File: config.mk
export PLATFORM = sky130hd
export DESIGN_NAME = noise_source_bias_calibrator
export DESIGN_NICKNAME = d
export VERILOG_FILES = /design/src/rtl/nsbc_pkg.sv /design/src/rtl/noise_source_bias_calibrator.sv /design/src/rtl/nsbc_fifo.sv /design/src/rtl/nsbc_front.sv /design/src/rtl/nsbc_back.sv
export VERILOG_INCLUDE_DIRS = /design/src /design/src/rtl
export SDC_FILE = /design/constraint.sdc
export NUM_CORES = 1
export LEC_CHECK = 0
export BUFFER_PORTS_ARGS = -buffer_cell sky130_fd_sc_hd__clkbuf_2
export CAP_MARGIN = 20
export CORE_UTILIZATION = 45
export CTS_BUF_LIST = sky130_fd_sc_hd__clkbuf_4 sky130_fd_sc_hd__clkbuf_8
export DETAILED_ROUTE_END_ITERATION = 12
export GPL_ROUTABILITY_DRIVEN = 0
export GPL_TIMING_DRIVEN = 0
export SYNTH_ARGS = -nofsm -noshare
export SYNTH_HDL_FRONTEND = slang
export SYNTH_SLANG_ARGS = --single-unit
File: constraint.sdc
create_clock -name clk_i -period 7.6 [get_ports clk_i]
set_input_delay 1.14 -clock clk_i [delete_from_list [all_inputs] [get_ports clk_i]]
set_output_delay 1.14 -clock clk_i [all_outputs]
set_load 0.005 [all_outputs]
File: src/rtl/noise_source_bias_calibrator_assert.svh
// Assertion macros shared by the noise source bias calibrator RTL.
// Each macro expects clk_i and rst_ni to be visible where it is used.
`ifndef NOISE_SOURCE_BIAS_CALIBRATOR_ASSERT_SVH
`define NOISE_SOURCE_BIAS_CALIBRATOR_ASSERT_SVH

// Same-cycle implication, disabled during reset.
`define NSBC_ASSERT_IMPL(lbl, ante, cons, msg) \
  lbl: assert property (@(posedge clk_i) disable iff (!rst_ni) (ante) |-> (cons)) \
    else $error(msg);

// Next-cycle implication, disabled during reset.
`define NSBC_ASSERT_NEXT(lbl, ante, cons, msg) \
  lbl: assert property (@(posedge clk_i) disable iff (!rst_ni) (ante) |=> (cons)) \
    else $error(msg);

`endif

File: src/rtl/nsbc_pkg.sv
// Package for the noise source bias calibrator: register map, command and
// status structs, back-end states and the window compare. No dependencies.
`default_nettype none

package nsbc_pkg;

  // Register indexes on the configuration port.
  localparam logic [1:0] REG_SAMPLES   = 2'd0;
  localparam logic [1:0] REG_ACCURACY  = 2'd1;
  localparam logic [1:0] REG_START_THR = 2'd2;
  localparam logic [1:0] REG_TOLERANCE = 2'd3;

  // Reset values of the registers.
  localparam logic [23:0] SAMPLES_RESET   = 24'd1000000;
  localparam logic [22:0] ACCURACY_RESET  = 23'd15000;
  localparam logic [7:0]  START_THR_RESET = 8'd128;
  localparam logic [7:0]  TOLERANCE_RESET = 8'd2;

  // Stable round count at which calibration gives up and finishes.
  localparam logic [2:0] STABLE_LIMIT = 3'd5;

  // Division by three: x / 3 == (x * THIRD_RECIP) >> THIRD_SHIFT for 23-bit x.
  localparam logic [23:0] THIRD_RECIP = 24'd2796203;
  localparam int          THIRD_SHIFT = 23;

  typedef enum logic {
    CMD_START,
    CMD_ROUND
  } cmd_kind_e;

  // Command passed from the front end to the back end.
  typedef struct packed {
    cmd_kind_e   kind;
    logic [23:0] high;
    logic [23:0] low;
  } cmd_t;

  // Completion report from the back end to the front end.
  typedef struct packed {
    logic ack;
    logic done;
  } ack_t;

  // Configuration values seen by the back end.
  typedef struct packed {
    logic [23:0] samples;
    logic [22:0] accuracy;
    logic [7:0]  start_thr;
    logic [7:0]  tolerance;
  } cfg_t;

  typedef enum logic [2:0] {
    B_IDLE,
    B_EVAL,
    B_SCAN,
    B_DECIDE,
    B_EMIT
  } back_state_e;

  // True when half - w < c < half + w, compared without wrap-around.
  function automatic logic in_window(logic [23:0] c, logic [22:0] half, logic [22:0] w);
    logic [24:0] hw;
    logic [24:0] cw;
    hw = {2'b00, half} + {2'b00, w};
    cw = {1'b0, c} + {2'b00, w};
    return ({1'b0, c} < hw) && (cw > {2'b00, half});
  endfunction

endpackage

`default_nettype wire

File: src/rtl/noise_source_bias_calibrator.sv
// Top level of the noise source bias calibrator: configuration registers,
// front end, command queue and back end. Depends on nsbc_pkg and submodules.
//
//   channel | direction | handshake            | payload
//   --------+-----------+----------------------+--------------------------------------
//   in      | input     | in_valid_i/in_stall_o | start_req_i, sample_bit_i
//   out     | output    | out_valid_o/out_stall_i | threshold_out_o, high_total_o,
//           |           |                      | low_total_o, finished_o
//   config  | input     | APB psel/penable     | paddr, pwdata, prdata
//
// Inside a round one sample item is taken every cycle. The item that ends a round
// stalls the input while the back end steps the threshold and scans the history
// one entry per cycle, or only evaluates a count in the fine window; the stall
// ends at the emit, which waits while an older result is stalled in the output
// register. A pending result waits there while the next round counts. Reset is
// asynchronous and needs no clearing pass; the history is in flops.
`default_nettype none

module noise_source_bias_calibrator #(
  parameter int HISTORY_DEPTH = 5
) (
  input  wire logic        clk_i,
  input  wire logic        rst_ni,
  // Configuration port.
  input  wire logic        psel,
  input  wire logic        penable,
  input  wire logic        pwrite,
  input  wire logic [3:0]  paddr,
  input  wire logic [31:0] pwdata,
  output logic [31:0]      prdata,
  output logic             pready,
  // Sample input.
  input  wire logic        in_valid_i,
  output logic             in_stall_o,
  input  wire logic        start_req_i,
  input  wire logic        sample_bit_i,
  // Round results.
  output logic             out_valid_o,
  input  wire logic        out_stall_i,
  output logic [7:0]       threshold_out_o,
  output logic [23:0]      high_total_o,
  output logic [23:0]      low_total_o,
  output logic             finished_o
);

  localparam int CMD_W = $bits(nsbc_pkg::cmd_t);

  nsbc_pkg::cfg_t cfg_q;
  nsbc_pkg::cmd_t push_cmd;
  nsbc_pkg::cmd_t pop_cmd;
  nsbc_pkg::ack_t ack;
  logic           push, pop, full, empty;
  logic           cfg_write;

  // Configuration registers, written at the access phase.
  assign pready    = 1'b1;
  assign cfg_write = psel && penable && pwrite;

  always_ff @(posedge clk_i or negedge rst_ni) begin
    if (!rst_ni) begin
      cfg_q.samples   <= nsbc_pkg::SAMPLES_RESET;
      cfg_q.accuracy  <= nsbc_pkg::ACCURACY_RESET;
      cfg_q.start_thr <= nsbc_pkg::START_THR_RESET;
      cfg_q.tolerance <= nsbc_pkg::TOLERANCE_RESET;
    end else if (cfg_write) begin
      unique case (paddr[3:2])
        nsbc_pkg::REG_SAMPLES:   cfg_q.samples   <= pwdata[23:0];
        nsbc_pkg::REG_ACCURACY:  cfg_q.accuracy  <= pwdata[22:0];
        nsbc_pkg::REG_START_THR: cfg_q.start_thr <= pwdata[7:0];
        nsbc_pkg::REG_TOLERANCE: cfg_q.tolerance <= pwdata[7:0];
        default: ;
      endcase
    end
  end

  // Register read-back.
  always_comb begin
    unique case (paddr[3:2])
      nsbc_pkg::REG_SAMPLES:   prdata = {8'd0, cfg_q.samples};
      nsbc_pkg::REG_ACCURACY:  prdata = {9'd0, cfg_q.accuracy};
      nsbc_pkg::REG_START_THR: prdata = {24'd0, cfg_q.start_thr};
      nsbc_pkg::REG_TOLERANCE: prdata = {24'd0, cfg_q.tolerance};
      default:                 prdata = '0;
    endcase
  end

  nsbc_front u_front (
    .clk_i       (clk_i),
    .rst_ni      (rst_ni),
    .in_valid_i  (in_valid_i),
    .in_stall_o  (in_stall_o),
    .start_req_i (start_req_i),
    .sample_bit_i(sample_bit_i),
    .samples_i   (cfg_q.samples),
    .push_o      (push),
    .push_cmd_o  (push_cmd),
    .full_i      (full),
    .ack_i       (ack)
  );

  nsbc_fifo #(
    .W(CMD_W)
  ) u_fifo (
    .clk_i      (clk_i),
    .rst_ni     (rst_ni),
    .push_i     (push),
    .push_data_i(push_cmd),
    .full_o     (full),
    .pop_i      (pop),
    .pop_data_o (pop_cmd),
    .empty_o    (empty)
  );

  nsbc_back #(
    .HISTORY_DEPTH(HISTORY_DEPTH)
  ) u_back (
    .clk_i          (clk_i),
    .rst_ni         (rst_ni),
    .cfg_i          (cfg_q),
    .cmd_i          (pop_cmd),
    .empty_i        (empty),
    .pop_o          (pop),
    .ack_o          (ack),
    .out_valid_o    (out_valid_o),
    .out_stall_i    (out_stall_i),
    .threshold_out_o(threshold_out_o),
    .high_total_o   (high_total_o),
    .low_total_o    (low_total_o),
    .finished_o     (finished_o)
  );

endmodule

`default_nettype wire

File: src/rtl/nsbc_fifo.sv
// Two-entry command queue between the front end and the back end.
// Generic in payload width; uses nothing from the package.
`default_nettype none

module nsbc_fifo #(
  parameter int W = 49
) (
  input  wire logic         clk_i,
  input  wire logic         rst_ni,
  input  wire logic         push_i,
  input  wire logic [W-1:0] push_data_i,
  output logic              full_o,
  input  wire logic         pop_i,
  output logic [W-1:0]      pop_data_o,
  output logic              empty_o
);

  logic [W-1:0] mem_q [2];
  logic         wr_ptr_q, wr_ptr_d;
  logic         rd_ptr_q, rd_ptr_d;
  logic [1:0]   count_q, count_d;
  logic         do_push, do_pop;

  assign full_o     = (count_q == 2'd2);
  assign empty_o    = (count_q == 2'd0);
  assign pop_data_o = mem_q[rd_ptr_q];
  assign do_push    = push_i && !full_o;
  assign do_pop     = pop_i && !empty_o;

  // Pointer and fill count update.
  always_comb begin
    wr_ptr_d = do_push ? ~wr_ptr_q : wr_ptr_q;
    rd_ptr_d = do_pop ? ~rd_ptr_q : rd_ptr_q;
    count_d  = count_q;
    if (do_push && !do_pop) begin
      count_d = count_q + 2'd1;
    end else if (do_pop && !do_push) begin
      count_d = count_q - 2'd1;
    end
  end

  always_ff @(posedge clk_i or negedge rst_ni) begin
    if (!rst_ni) begin
      wr_ptr_q <= 1'b0;
      rd_ptr_q <= 1'b0;
      count_q  <= 2'd0;
    end else begin
      wr_ptr_q <= wr_ptr_d;
      rd_ptr_q <= rd_ptr_d;
      count_q  <= count_d;
    end
  end

  // Storage needs no reset.
  always_ff @(posedge clk_i) begin
    if (do_push) begin
      mem_q[wr_ptr_q] <= push_data_i;
    end
  end

endmodule

`default_nettype wire

File: src/rtl/nsbc_front.sv
// Front end: accepts sample items, counts one round and queues start and
// round-end commands. Depends on nsbc_pkg and the assertion header.
`default_nettype none

`include "noise_source_bias_calibrator_assert.svh"

module nsbc_front (
  input  wire logic          clk_i,
  input  wire logic          rst_ni,
  input  wire logic          in_valid_i,
  output logic               in_stall_o,
  input  wire logic          start_req_i,
  input  wire logic          sample_bit_i,
  input  wire logic [23:0]   samples_i,
  output logic               push_o,
  output nsbc_pkg::cmd_t     push_cmd_o,
  input  wire logic          full_i,
  input  wire nsbc_pkg::ack_t ack_i
);

  logic        running_q, running_d;
  logic        wait_q, wait_d;
  logic [23:0] count_q, count_d;
  logic [23:0] high_q, high_d;
  logic [23:0] count_inc;
  logic [23:0] high_inc;
  logic        accept;
  logic        round_end;

  // Hold inputs while a round result is being worked out or the queue is full.
  assign in_stall_o = wait_q || full_i;
  assign accept     = in_valid_i && !in_stall_o;

  assign count_inc = count_q + 24'd1;
  assign high_inc  = high_q + {23'd0, sample_bit_i};
  assign round_end = accept && !start_req_i && running_q && (count_inc >= samples_i);

  // Counting and command generation.
  always_comb begin
    running_d  = running_q;
    wait_d     = wait_q;
    count_d    = count_q;
    high_d     = high_q;
    push_o     = 1'b0;
    push_cmd_o = '{kind: nsbc_pkg::CMD_START, high: high_inc, low: count_inc - high_inc};
    if (ack_i.ack) begin
      wait_d = 1'b0;
      if (ack_i.done) begin
        running_d = 1'b0;
      end
    end
    if (accept) begin
      if (start_req_i) begin
        running_d = 1'b1;
        count_d   = '0;
        high_d    = '0;
        push_o    = 1'b1;
      end else if (running_q) begin
        if (round_end) begin
          count_d         = '0;
          high_d          = '0;
          wait_d          = 1'b1;
          push_o          = 1'b1;
          push_cmd_o.kind = nsbc_pkg::CMD_ROUND;
        end else begin
          count_d = count_inc;
          high_d  = high_inc;
        end
      end
    end
  end

  always_ff @(posedge clk_i or negedge rst_ni) begin
    if (!rst_ni) begin
      running_q <= 1'b0;
      wait_q    <= 1'b0;
      count_q   <= '0;
      high_q    <= '0;
    end else begin
      running_q <= running_d;
      wait_q    <= wait_d;
      count_q   <= count_d;
      high_q    <= high_d;
    end
  end

  // The back end only reports on a round that the front end is waiting for.
  `NSBC_ASSERT_IMPL(a_ack_while_waiting, ack_i.ack, wait_q, "ack without pending round")
  // A command is only pushed when the queue has room.
  `NSBC_ASSERT_IMPL(a_push_has_room, push_o, !full_i, "push into full queue")
  // A round end always blocks inputs on the next cycle.
  `NSBC_ASSERT_NEXT(a_round_blocks, round_end, in_stall_o, "round end did not stall input")

endmodule

`default_nettype wire

File: src/rtl/nsbc_back.sv
// Back end: applies start commands, evaluates round counts, steps the
// threshold, scans the history and emits results. Depends on nsbc_pkg.
`default_nettype none

module nsbc_back #(
  parameter int HISTORY_DEPTH = 5
) (
  input  wire logic           clk_i,
  input  wire logic           rst_ni,
  input  wire nsbc_pkg::cfg_t cfg_i,
  input  wire nsbc_pkg::cmd_t cmd_i,
  input  wire logic           empty_i,
  output logic                pop_o,
  output nsbc_pkg::ack_t      ack_o,
  output logic                out_valid_o,
  input  wire logic           out_stall_i,
  output logic [7:0]          threshold_out_o,
  output logic [23:0]         high_total_o,
  output logic [23:0]         low_total_o,
  output logic                finished_o
);

  localparam int PW = (HISTORY_DEPTH > 1) ? $clog2(HISTORY_DEPTH) : 1;
  localparam logic [PW-1:0] LAST = PW'(HISTORY_DEPTH - 1);

  nsbc_pkg::back_state_e state_q, state_d;

  logic [7:0]    thr_q;
  logic [7:0]    hist_q [HISTORY_DEPTH];
  logic [PW-1:0] ptr_q;
  logic [PW-1:0] idx_q;
  logic [2:0]    stable_q;
  logic [7:0]    lo_q, hi_q;
  logic          coarse_q;
  logic          done_q;
  logic [23:0]   high_q, low_q;
  logic [22:0]   fine_q;
  logic [46:0]   third_prod;
  logic [22:0]   half;
  logic          fine_hit;
  logic [7:0]    thr_step;
  logic [7:0]    hist_rd;
  logic [7:0]    spread;
  logic          stable_hit;
  logic          out_valid_q;
  logic          out_free;

  // Control decoded from the state.
  logic do_start, do_take, do_eval, do_scan, do_decide, do_emit;

  // One third of the accuracy, from a reciprocal multiply, registered.
  assign third_prod = {24'd0, cfg_i.accuracy} * {23'd0, nsbc_pkg::THIRD_RECIP};
  always_ff @(posedge clk_i) begin
    fine_q <= third_prod[nsbc_pkg::THIRD_SHIFT +: 23];
  end

  assign half     = cfg_i.samples[23:1];
  assign fine_hit = nsbc_pkg::in_window(high_q, half, fine_q);
  assign hist_rd  = hist_q[idx_q];
  assign spread   = hi_q - lo_q;
  assign stable_hit = (spread <= cfg_i.tolerance);
  assign out_free = !out_valid_q || !out_stall_i;

  // Threshold step toward balance, saturating at both ends.
  always_comb begin
    thr_step = thr_q;
    if (({1'b0, high_q} < {2'b00, half}) && (thr_q != 8'd0)) begin
      thr_step = thr_q - 8'd1;
    end else if (({1'b0, high_q} > {2'b00, half}) && (thr_q != 8'hFF)) begin
      thr_step = thr_q + 8'd1;
    end
  end

  // Next state and control.
  always_comb begin
    state_d   = state_q;
    pop_o     = 1'b0;
    do_start  = 1'b0;
    do_take   = 1'b0;
    do_eval   = 1'b0;
    do_scan   = 1'b0;
    do_decide = 1'b0;
    do_emit   = 1'b0;
    unique case (state_q)
      nsbc_pkg::B_IDLE: begin
        if (!empty_i) begin
          pop_o = 1'b1;
          if (cmd_i.kind == nsbc_pkg::CMD_START) begin
            do_start = 1'b1;
          end else begin
            do_take = 1'b1;
            state_d = nsbc_pkg::B_EVAL;
          end
        end
      end
      nsbc_pkg::B_EVAL: begin
        do_eval = 1'b1;
        state_d = fine_hit ? nsbc_pkg::B_EMIT : nsbc_pkg::B_SCAN;
      end
      nsbc_pkg::B_SCAN: begin
        do_scan = 1'b1;
        if (idx_q == LAST) begin
          state_d = nsbc_pkg::B_DECIDE;
        end
      end
      nsbc_pkg::B_DECIDE: begin
        do_decide = 1'b1;
        state_d   = nsbc_pkg::B_EMIT;
      end
      nsbc_pkg::B_EMIT: begin
        if (out_free) begin
          do_emit = 1'b1;
          state_d = nsbc_pkg::B_IDLE;
        end
      end
      default: state_d = nsbc_pkg::B_IDLE;
    endcase
  end

  always_ff @(posedge clk_i or negedge rst_ni) begin
    if (!rst_ni) begin
      state_q <= nsbc_pkg::B_IDLE;
    end else begin
      state_q <= state_d;
    end
  end

  // Calibration state: threshold, history, pointer and stable round count.
  always_ff @(posedge clk_i or negedge rst_ni) begin
    if (!rst_ni) begin
      thr_q    <= nsbc_pkg::START_THR_RESET;
      ptr_q    <= '0;
      stable_q <= '0;
      for (int i = 0; i < HISTORY_DEPTH; i++) begin
        hist_q[i] <= '0;
      end
    end else if (do_start) begin
      thr_q    <= cfg_i.start_thr;
      ptr_q    <= '0;
      stable_q <= '0;
      for (int i = 0; i < HISTORY_DEPTH; i++) begin
        hist_q[i] <= '0;
      end
    end else if (do_eval && !fine_hit) begin
      thr_q         <= thr_step;
      hist_q[ptr_q] <= thr_step;
      ptr_q         <= (ptr_q == LAST) ? '0 : ptr_q + PW'(1);
    end else if (do_decide && stable_hit) begin
      stable_q <= stable_q + 3'd1;
    end
  end

  // Working registers of one round evaluation.
  always_ff @(posedge clk_i) begin
    if (do_take) begin
      high_q <= cmd_i.high;
      low_q  <= cmd_i.low;
    end
    if (do_eval) begin
      coarse_q <= nsbc_pkg::in_window(high_q, half, cfg_i.accuracy);
      done_q   <= fine_hit;
      idx_q    <= '0;
    end
    if (do_scan) begin
      if (idx_q == '0) begin
        lo_q <= hist_rd;
        hi_q <= hist_rd;
      end else begin
        if (hist_rd < lo_q) lo_q <= hist_rd;
        if (hist_rd > hi_q) hi_q <= hist_rd;
      end
      if (idx_q != LAST) begin
        idx_q <= idx_q + PW'(1);
      end
    end
    if (do_decide) begin
      done_q <= stable_hit && (coarse_q || (stable_q == nsbc_pkg::STABLE_LIMIT));
    end
  end

  // Output register; it holds a result until the transfer completes.
  always_ff @(posedge clk_i or negedge rst_ni) begin
    if (!rst_ni) begin
      out_valid_q <= 1'b0;
    end else if (do_emit) begin
      out_valid_q <= 1'b1;
    end else if (!out_stall_i) begin
      out_valid_q <= 1'b0;
    end
  end

  always_ff @(posedge clk_i) begin
    if (do_emit) begin
      threshold_out_o <= thr_q;
      high_total_o    <= high_q;
      low_total_o     <= low_q;
      finished_o      <= done_q;
    end
  end

  assign out_valid_o = out_valid_q;
  assign ack_o       = '{ack: do_emit, done: done_q};

endmodule

`default_nettype wire
==> metrics.cfg <==
[final_layout]
utilization_pct=50.9
syn_to_final_growth_pct=11.2
multiInputGateArea_mm2=0.0209
final_net_count=4230
fillerInstances=6819
drive_gt1_share_pct=12.7
regArea_mm2=0.0116

[timing]
min_period_over_period_pct=96.3
fmax_ghz=0.137
setup_viol=0
drv_slew=0
fin_worst_skew_ns=0.0390
rsz0062_at_grt=false
finalCriticalPeriod_ns=7.32
hold_viol_final=0
fin_hold_ws_ns=0.416
tightest_slew_ns=1.13
relSlewSlack_pct=24.5

[global_routing]
antenna_found_initial=6
track_usage_pct=23.6
grt_max_degree=104
grt_pass1_wl_um=141000
first_global_vias=24300
grt_overflow=0

[critical_path]
end_kind=register
crit_path_start=cfg_q[19]
r2r-start=cfg_q[19]
critPathMaxFanout=10
crit_family=adder cells
crit_cells=24
reg2reg_to=u_back.fine_q[21]
cpMostUsedCell=fa_1
critical_path.cell_chain=ha_1, xor2_1, ha_1, nor2_1, fa_1, inv_1, fa_1, fa_1, fa_1, inv_1, fa_1, inv_1, ha_1, nand2_1, or3_1, o221ai_2, a21oi_1, a21o_1, a21bo_2, a2111o_1, a21boi_2, o21a_1, nor2_1, xnor2_1
path_class=register to register
path_buf_inv=3
cp_slowest_cell=dfstp_4
required_ns=8.17
rr_worst_depth=24
worstSetupStartpointType=register
crit_end=u_back.fine_q[21]
reg2reg_slack_ns=0.28
worst_ep_arrival_time_ns=7.90
cpPeakStageDelay_ns=0.71

[synth]
synth_edf_count=221
netlist_area_mm2=0.0343
ys_types=75
synth_cells=3271
ys_seq_area_share_pct=33.6
synth_ff_type=edfxtp_1
async_reset_ff_share_pct=41.6
ys_warn_count=0
avgSynthCellArea_um2=10.5
synth_seq_cells=421

[die]
dieWidth_um=278
die_height_um=278
die-area_mm2=0.0773
core_mm2=0.0749
initial_core_util_pct=45.8
ioPinCount=137
rows=100

[cts]
root_buffer=clkbuf_8
cts.sinks=421
clockBufferDepth=3
cts.htree.levels=3
clk-insertion-delay-late_ns=0.70
cts_tree=yes
cts_inserted_buffers=77
clk_pin_slew_worst_paths_ns=0.06
post_cts_buffers=0

[worst_hold_path]
min_from=u_back.low_q[14]
min_path_type=register to register

[route]
firstDrtPassIters=5
viasPerCell=5.38
drt_iter0_markers=1634
ant_nets=0
num_vias=24300
wl_um=89000
wl_per_cell_um=19.7
drc=0

[flow_run]
cap_viol_max_count=0

[place]
io_buffers=114
post-dp-hpwl_um=70500

[run_status]
status=complete, no violations

-- per-stage QoR --
step | instance area (um^2) | setup WS (ns) | setup TNS, ns | cells
after floorplan | 34300 | 0.964 | 0 | 3278
after global placement | 36100 | -1.94 | -150.65 | 4361
after global routing | 38200 | 0.0267 | 0 | 4519
after detailed placement | 36400 | -0.117 | -0.117 | 4375
final | 38200 | 0.279 | 0 | 4520
after CTS | 38100 | 0.0512 | 0 | 4517
-- worst min-delay path by stage --
| stage | slack (ns) | to | cells after the start |
|---|---|---|---|
| 3_3_place_gp | 0.40 | u_back.low_total_o[8] | 0 |
| 6_report | 0.42 | u_back.low_total_o[14] | 0 |
| 5_1_grt | 0.42 | u_back.low_total_o[14] | 0 |
| 2_1_floorplan | 0.40 | u_back.low_total_o[0] | 0 |
| 4_1_cts | 0.42 | u_back.low_total_o[14] | 0 |
| 3_5_place_dp | 0.40 | u_back.low_total_o[12] | 0 |
-- state kept, by name, summed over array words and instances (netlist names), 8 cells and up --
| name | flops |
|---|---|
| u_fifo.mem_q | 98 |
| cfg_q | 63 |
| u_back.hist_q | 40 |
| u_back.high_q | 24 |
| u_back.high_total_o | 24 |
| u_back.low_q | 24 |
| u_back.low_total_o | 24 |
| u_front.count_q | 24 |
| u_front.high_q | 24 |
| u_back.fine_q | 22 |
| u_back.hi_q | 8 |
| u_back.lo_q | 8 |
| u_back.thr_q | 8 |
| u_back.threshold_out_o | 8 |
-- synthesized netlist by cell type, types with 52 or more instances --
master    instances  share of area, %
nor2_1          158               1.7
xnor2_1          93               2.4
a21oi_1         151               2.2
edfxtp_1        221                19
mux2_2           96               3.2
a21o_1           95               2.1
o21ai_0         170               2.5
clkbuf_1         52              0.57
nand3_1          98               1.4
xor2_1           98               2.5
inv_1           423               4.6
ha_1            515                19
fa_1            185                11
dfrtp_1         158                12
nand2_1         210               2.3
-- metal layers --
metal	share of wire [%]	GRT usage, %	up-vias
met4	2.1	6.26	0
li1	-	-	11900
met3	5.1	3.11	105
met2	44	36.5	580
met5	0	0	-
met1	49	34.6	11700
-- worst reg2reg max path, cell delays in order, from the launching register on --
cell	delay (ns)
dfstp_4	0.71
ha_1	0.30
xor2_1	0.48
ha_1	0.25
nor2_1	0.06
fa_1	0.49
inv_1	0.05
fa_1	0.51
fa_1	0.53
fa_1	0.55
inv_1	0.05
fa_1	0.53
inv_1	0.04
ha_1	0.32
nand2_1	0.11
or3_1	0.38
o221ai_2	0.24
a21oi_1	0.13
a21o_1	0.20
a21bo_2	0.23
a2111o_1	0.47
a21boi_2	0.20
o21a_1	0.15
nor2_1	0.05
xnor2_1	0.18
-- final cells by class --
cell class	count	area share [%]
Antenna cell	3	0.0197
Timing Repair Buffer	128	2.08
Inverter	424	4.17
Buffer	85	1.01
Sequential cell	421	30.3
Clock buffer	106	3.43
Tap cell	969	3.18
Clock inverter	36	1.19
Multi-Input combinational cell	2348	54.7
-- timing repair --
item / CTS / global route
hold endpoints to repair: 0 / 0
gates resized for setup: 1 / 9
pin swaps: 0 / 0
setup endpoints to repair: 2 / 4
hold buffers: 0 / 0
-- cells in the final DEF, fill, tap and decap left out, types with 21 or more instances in the layout --
master	instances
dfrtp_1	153
edfxtp_1	221
nor3_1	40
o21ai_0	170
xor2_1	98
nor2b_1	26
inv_1	423
clkbuf_2	113
mux2_2	96
ha_1	515
xnor2_1	93
nand4_1	35
a21o_1	95
clkbuf_8	83
o21a_1	27
nand2_1	210
dfxtp_1	25
nand2b_1	31
nor3b_1	21
nor2_1	158
a21oi_1	149
clkbuf_4	24
and3_1	35
fa_1	185
clkbuf_1	52
nand3_1	98
mux2i_1	25
-- cell families (layout without fill, tap and decap cells) --
kind of cell | count (synthesis) | in the layout | synth area share (%)
and+or+nand+nor | 715 | 715 | 10.2
adders and majority gates | 700 | 700 | 29.6
AOI/OAI and AO/OA | 596 | 596 | 11.0
buffers and inverters | 509 | 779 | 5.76
DFF | 421 | 421 | 33.6
xor gates and xnor gates | 191 | 191 | 4.88
muxes | 137 | 137 | 4.93
other | 2 | 12 | 0.0219
Power is not shown: default switching activity piles up to over one toggle a cycle in this logic, so the estimate is an artifact.
